## src/rtl/core/hlc_pkg.sv

```systemverilog
// shared widths, defaults and types for the homogeneous line clipper
package hlc_pkg;

  localparam int FRAC_BITS_DEF = 16;
  localparam int COORD_W       = 32;
  localparam int BC_W          = COORD_W + 1;
  localparam int NUM_W         = BC_W;
  localparam int DEN_W         = BC_W + 1;
  localparam int NPLANE        = 6;
  localparam int NAXIS         = 4;

  // item context carried alongside the divider pipeline
  typedef struct packed {
    logic [NAXIS-1:0][COORD_W-1:0] a;
    logic [NAXIS-1:0][COORD_W-1:0] b;
    logic [NPLANE-1:0]             oa;
    logic [NPLANE-1:0]             ob;
    logic [NPLANE-1:0]             hi;
    logic [NPLANE-1:0]             lo;
  } hlc_ctx_t;

endpackage

```

## src/rtl/core/hlc_div.sv

```systemverilog
// pipelined restoring divider, one quotient bit per stage
module hlc_div #(
  parameter int FRAC_BITS = hlc_pkg::FRAC_BITS_DEF
) (
  input  logic                       clk,
  input  logic [hlc_pkg::NUM_W-1:0]  num,
  input  logic [hlc_pkg::DEN_W-1:0]  den,
  output logic [FRAC_BITS:0]         quo
);
  import hlc_pkg::*;

  localparam int REM_W = DEN_W + 1;
  localparam int Q_W   = FRAC_BITS + 1;

  logic [REM_W-1:0] rem_r [0:FRAC_BITS-1];
  logic [DEN_W-1:0] den_r [0:FRAC_BITS-1];
  logic [Q_W-1:0]   quo_r [0:FRAC_BITS];
  logic             ge0;

  // integer bit: set when the numerator is at least the divisor
  assign ge0 = (REM_W'(num) >= REM_W'(den));

  always_ff @(posedge clk) begin
    rem_r[0] <= ge0 ? (REM_W'(num) - REM_W'(den)) : REM_W'(num);
    den_r[0] <= den;
    quo_r[0] <= Q_W'(ge0) << FRAC_BITS;
  end

  // fraction bits, msb first
  for (genvar s = 1; s <= FRAC_BITS; s++) begin : g_stage
    logic [REM_W-1:0] shifted;
    logic             ge;
    assign shifted = rem_r[s-1] << 1;
    assign ge      = (shifted >= REM_W'(den_r[s-1]));

    always_ff @(posedge clk) begin
      quo_r[s] <= quo_r[s-1] | (ge ? (Q_W'(1) << (FRAC_BITS - s)) : Q_W'(0));
    end

    if (s < FRAC_BITS) begin : g_carry
      always_ff @(posedge clk) begin
        rem_r[s] <= ge ? (shifted - REM_W'(den_r[s-1])) : shifted;
        den_r[s] <= den_r[s-1];
      end
    end
  end

  assign quo = quo_r[FRAC_BITS];

endmodule

```

## config.mk

```make
export PLATFORM = sky130hd
export DESIGN_NAME = hlc_div
export DESIGN_NICKNAME = d
export VERILOG_FILES = /design/src/rtl/core/hlc_pkg.sv /design/src/rtl/core/hlc_div.sv
export SDC_FILE = /design/constraint.sdc
export NUM_CORES = 2
export LEC_CHECK = 0
export ABC_AREA = 1
export BUFFER_PORTS_ARGS = -buffer_cell sky130_fd_sc_hd__buf_2
export CORE_MARGIN = 2
export CORE_UTILIZATION = 55
export DETAILED_ROUTE_END_ITERATION = 16
export PLACE_DENSITY_LB_ADDON = 0.3
export SLEW_MARGIN = 10
export SYNTH_ARGS = -nofsm -noshare
export SYNTH_HDL_FRONTEND = slang
export SYNTH_SLANG_ARGS = --single-unit
export TNS_END_PERCENT = 30
```

## constraint.sdc

```tcl
create_clock -name clk -period 2.6 [get_ports clk]
set_input_delay 0.26 -clock clk [delete_from_list [all_inputs] [get_ports clk]]
set_output_delay 0.26 -clock clk [all_outputs]
set_load 0.01 [all_outputs]
```

### Word-level counts from Yosys, hierarchy flattened

Memories as Yosys holds them, arrays and structs flattened.
Index checks and enable logic that the tools add are counted.

* register bits: 0
* bits in writable memories: 1393
* input bits: 68
* output and inout bits: 17
* logic and storage cells: 84
* memories kept: 3

Memories
* rem_r: words 16, bits a word 35, read ports 16, clocked after Yosys merged registers in 0, write ports 16, line hlc_div.sv:15 `logic [REM_W-1:0] rem_r [0:FRAC_BITS-1];`
* den_r: words 16, bits a word 34, read ports 16, clocked after Yosys merged registers in 0, write ports 16, line hlc_div.sv:16 `logic [DEN_W-1:0] den_r [0:FRAC_BITS-1];`
* quo_r: words 17, bits a word 17, read ports 17, clocked after Yosys merged registers in 0, write ports 17, line hlc_div.sv:17 `logic [Q_W-1:0] quo_r [0:FRAC_BITS];`

* $add $sub $neg: 16
* magnitude comparators: 17
* mux-type cells: 32
* bitwise logic cells: 16

Operator list (count)
* greater-or-equal comparator 35 x 34 -> 1 bit: 16
* two-way mux 35 bit: 16
* subtractor 35 x 34 -> 35 bit: 15
* bitwise OR 17 bit: 3
* subtractor 33 x 34 -> 35 bit: 1
* greater-or-equal comparator 33 x 34 -> 1 bit: 1
* bitwise OR 17 x 10 -> 17 bit: 1
* bitwise OR 17 x 11 -> 17 bit: 1
* bitwise OR 17 x 12 -> 17 bit: 1
* bitwise OR 17 x 13 -> 17 bit: 1
* bitwise OR 17 x 14 -> 17 bit: 1
* bitwise OR 17 x 15 -> 17 bit: 1
* bitwise OR 17 x 16 -> 17 bit: 1
* bitwise OR 17 x 4 -> 17 bit: 1
* bitwise OR 17 x 5 -> 17 bit: 1
* bitwise OR 17 x 6 -> 17 bit: 1
* bitwise OR 17 x 7 -> 17 bit: 1
* bitwise OR 17 x 8 -> 17 bit: 1
* bitwise OR 17 x 9 -> 17 bit: 1
* two-way mux 16 bit: 1
* two-way mux 15 bit: 1
* two-way mux 14 bit: 1
* two-way mux 13 bit: 1
* two-way mux 12 bit: 1
* other kinds (11): 11

### Logic depth before layout (Yosys ltp)

An unclocked memory read counts as a cell.

* depth after elaboration: 4
* gate-level depth with buffers: 16
* gate-level depth less buffers: 16

### Worst setup path after synthesis

Ideal clock, no wire load.

* path type: flip-flop to flip-flop
* from: mem den_r[3][2] (netlist bit)
* to: mem rem_r[0][278] (netlist bit)
* library setup time: 113 ps
* arrival: 1729 ps
* required time: 2487 ps
* setup slack: 757 ps
* stages on the path, launching flop included: 16
* path buffers: 2
* clock period less this slack: 1843 ps
* path through: dfxtp_1 inv_1 ha_1 buf_2 nand3_1 nand3_1 nand3_1 nand3_2 nand2_1 nand2_1 nand2_1 nand2_2 inv_4 buf_6 nand2_1 nand2_1

RTL lines (line)
* start, declared: hlc_div.sv:16
* end, declared: hlc_div.sv:15

==> Flow_metrics.wiki <==
{| class="wikitable"
! Metric !! Value
|-
| Ys Warns || 0
|-
| Sequential element share of the synthesized area || 33.8%
|-
| Simple logic cell fraction of the synthesized area || 34.8%
|-
| Slew at the pin closest to its max-slew limit || 0.610 ns
|-
| Unrepaired setup endpoints after global routing || true
|-
| Final setup violation count || 0
|-
| Largest net degree at the start of global routing || 36
|-
| Post-synth EDFFs || 0
|-
| Capture point of the worst reg-to-reg path || rem_r[1][166]
|-
| Cell area after technology mapping || 0.0734 mm^2
|-
| Reg-to-reg setup timing slack || 0.02 ns
|-
| Mean post-synth cell area || 6.35 um^2
|-
| Critical Setup Path Class || flop to flop
|-
| Final standard cell area without fillers || 0.0821 mm^2
|-
| End point of the critical path || rem_r[1][166]
|-
| H-tree level count || 4
|-
| Max-cap check violation count || 0
|-
| Share of layout cells above drive strength 1 || 5.03%
|-
| Antenna violation net count after detailed routing || 0
|-
| Most common cell on crit path || nand2_1
|-
| Most used standard cells in the synthesized netlist || nand2_1 (4679), inv_1 (2216), dfxtp_1 (1241)
|-
| Outcome || finished, final reports clean
|-
| CP max stage delay || 0.46 ns
|-
| DIE WIDTH || 369 um
|-
| Period utilization || 99.1%
|-
| Syn Inst Count || 11.6k
|-
| Final worst-path setup slack || 0.0221 ns
|-
| Hold violation count in the final report || 0
|-
| FF/Latch Area || 0.0249 mm^2
|-
| Worst hold path startpoint || den[28]
|-
| Start point of the critical path || den_r[5][48]
|-
| Buffers inserted during post-CTS setup optimization || 0
|-
| WL final || 241000 um
|-
| Final Critical Period || 2.58 ns
|-
| RR Startpoint || den_r[5][48]
|-
| DR vias/cell || 5.11
|-
| Layout overhead on the synthesized area || 11.9%
|-
| Minimum setup slack after placement || -0.154 ns
|-
| Number of nets in the final layout || 12.6k
|-
| Clk_lat worst skew || 0.78 ns
|-
| Routability-driven placement congestion ratio || 1.04
|-
| Switching component of the power || 52.7 mW
|-
| Wire length of the first global-routing pass || 372000 um
|-
| Detailed Place HPWL || 201000 um
|-
| GRT Overall Usage || 35.0%
|-
| Maximum clock frequency || 0.388 GHz
|-
| Fraction of power spent switching nets || 48.1%
|-
| Vias in the first global route || 68.3k
|-
| Library cell occupying the most area in the post-synthesis netlist || dfxtp_1
|-
| Total stage count of the critical path || 13
|-
| Clock Skew || 0.0336 ns
|-
| Placeable core area || 0.133 mm^2
|-
| Crit-path leading delay family || simple AND/OR/NAND/NOR gates
|-
| Most common cell in the netlist || nand2_1
|-
| Nets in the synthesized netlist || 12.2k
|-
| Post-synthesis compound-gate area fraction || 5.06%
|-
| Cells on worst reg2reg path || 13
|-
| Detailed router's first-iteration violation count || 6391
|-
| Die Footprint || 0.136 mm^2
|-
| Commonest register cell after synthesis || dfxtp_1
|-
| Worst rel slew slack || 59.2%
|-
| Data arrival time of the worst path || 3.28 ns
|-
| Power density over the cells || 1330 mW/mm^2
|-
| Largest fanout on the critical path || 17
|-
| Post-layout total power || 109 mW
|-
| # port buffers || 84
|-
| Fraction of the mapped netlist area in adder cells || 10.3%
|-
| Number of design rule violations left after detail routing || 0
|-
| Hold Path Cell Cnt || 2
|-
| Lkg Pwr || 47.8 nW
|-
| Placed Area || 0.0768 mm^2
|-
| Critical Path Sink Type || flop
|-
| Total number of placement rows || 134
|-
| Asr flop ratio synth || 0%
|-
| Seq cells post-synth || 1241
|-
| Maximum buffer depth of the clock tree || 3
|-
| Post-synthesis share of cell area spent on xor and xnor gates || 3.41%
|-
| Clock tree from TritonCTS || done
|-
| Top cells by area, synth || dfxtp_1 (34%), nand2_1 (24%), inv_1 (11%)
|-
| Critical Path, Cell by Cell || inv_1 -> ha_1 -> nand2_1 -> nor2_1 -> nand2_1 -> nor2_1 -> nand2_1 -> nand2_1 -> nand2_1 -> nand2_2 -> buf_4 -> nand3_1 -> nand2_1
|-
| Max-slew violations || 0
|-
| CTS Buf Count || 136
|-
| Portion of netlist area occupied by mux cells || 0%
|-
| Library cell contributing the largest single delay on the critical path || dfxtp_1
|-
| Critical path buffers and inverters || 2
|-
| Num ports || 85
|-
| Buffer type at the clock tree root || clkbuf_16
|-
| Filler cells || 12.7k
|-
| Height of the chip || 369 um
|-
| CP startpoint kind || flop
|-
| Initial core utilization || 55.2%
|-
| Required time worst endpoint || 3.30 ns
|-
| Overall overflow remaining after global route || 0
|-
| Peak supply drop || 0.899 mV
|-
| Int Power || 56.7 mW
|-
| Sequential power share || 27.9%
|-
| Fraction of post-synthesis cell area in the top cell type by area || 33.8%
|-
| Library cells used by synthesis || 43
|-
| Combinational cell fraction of total power || 54.3%
|-
| Multi-input combinational cell area || 0.0394 mm^2
|-
| Vias || 70.4k
|-
| Final routed wire length divided by cell count || 17.5 um
|-
| CTS clk-pin slew, worst paths || 0.07 ns
|-
| Worst hold-check path type || input port to flop
|-
| Clock group share of total power || 17.8%
|-
| Antenna violations before repair || 5
|-
| Number of clock sinks || 1241
|-
| Largest family of logic cells by synthesized area || simple AND/OR/NAND/NOR gates
|-
| First drt pass iteration count || 8
|}
-- flip-flops by register name (all words and copies together) (netlist names) --
signal  cells
den_r     544
quo_r     153
rem_r     544
-- final cells by class --
type	instances	area share, %
diodes	2	0.00610
clock buffers	174	4.63
clock inverters	69	0.881
inverters	2233	10.2
multi-input cells	7980	48.0
flip-flops and latches	1241	30.3
well taps	1768	2.69
repair buffers	330	3.30
-- power groups by stage --
stage / Sequential, mW / Combinational [mW] / Clock [mW]
CTS: 30.4 / 58.4 / 19.8
finish: 30.5 / 59.4 / 19.5
global route: 30.7 / 67.0 / 20.5
floorplan: 27.6 / 42.6 / 0
global placement: 30.8 / 57.1 / 0
detailed placement: 30.8 / 57.8 / 0
-- per-stage QoR --
| step | setup TNS [ns] | utilization (%) | hold slack (ns) | std cells |
|---|---|---|---|---|
| after floorplan | 0 | - | 0.288 | 11600 |
| after global placement | -1.17 | 57.7 | 0.310 | 13500 |
| after detailed placement | -0.796 | 57.7 | 0.312 | 13500 |
| after CTS | 0 | 61.7 | 0.0981 | 13800 |
| after global routing | -0.106 | 61.8 | 0.136 | 13800 |
| final | 0 | 61.8 | 0.139 | 13800 |
-- per-layer routing --
| layer | share of wire (%) | track usage (%) | vias up |
|---|---|---|---|
| met5 | 0.0033 | 0 | - |
| met4 | 8.0 | 24.4 | 2 |
| met3 | 6.4 | 5.38 | 829 |
| met2 | 47 | 60.4 | 2596 |
| met1 | 39 | 39.5 | 31300 |
| li1 | - | - | 35700 |
-- placed cells by master (no fill, tap or decap), types with 15 or more instances in the layout --
| master | n |
|---|---|
| o21ai_0 | 204 |
| clkbuf_8 | 15 |
| and2_1 | 15 |
| dfxtp_1 | 1218 |
| clkinv_2 | 23 |
| nor2_1 | 796 |
| inv_1 | 2216 |
| ha_1 | 572 |
| o21bai_1 | 33 |
| buf_4 | 152 |
| nand2_2 | 20 |
| nand2_1 | 4670 |
| fa_1 | 16 |
| dlygate4sd3_1 | 67 |
| dfxtp_2 | 23 |
| xor2_1 | 285 |
| buf_2 | 84 |
| a21oi_1 | 464 |
| clkbuf_16 | 141 |
| nand3_1 | 608 |
| nand4_1 | 44 |
| buf_12 | 20 |
| nand3b_1 | 75 |
| nor3_1 | 95 |
| clkbuf_1 | 18 |
-- how the worst min path moves through the flow --
stage,end,slack (ns)
floorplan,den_r[0][0],0.29
global placement,quo_r[11][16],0.31
detailed placement,quo_r[12][15],0.31
CTS,den_r[0][28],0.1
global route,den_r[0][28],0.14
finish,den_r[0][28],0.14
-- timing repair --
| action | 4_1_cts | 5_1_grt |
|---|---|---|
| endpoints found under the hold margin | 67 | 0 |
| setup endpoints to repair | 10 | 202 |
| hold buffers | 67 | 0 |
| gates resized for setup | 15 | 45 |
| gates cloned | 0 | 0 |
-- logic make-up after synthesis --
family | after synthesis
simple gates | 6385
xor+xnor | 286
buf+inv | 2338
fa+ha+maj | 592
flops | 1241
compound gates | 717
Power figures use the tool's default switching activity.
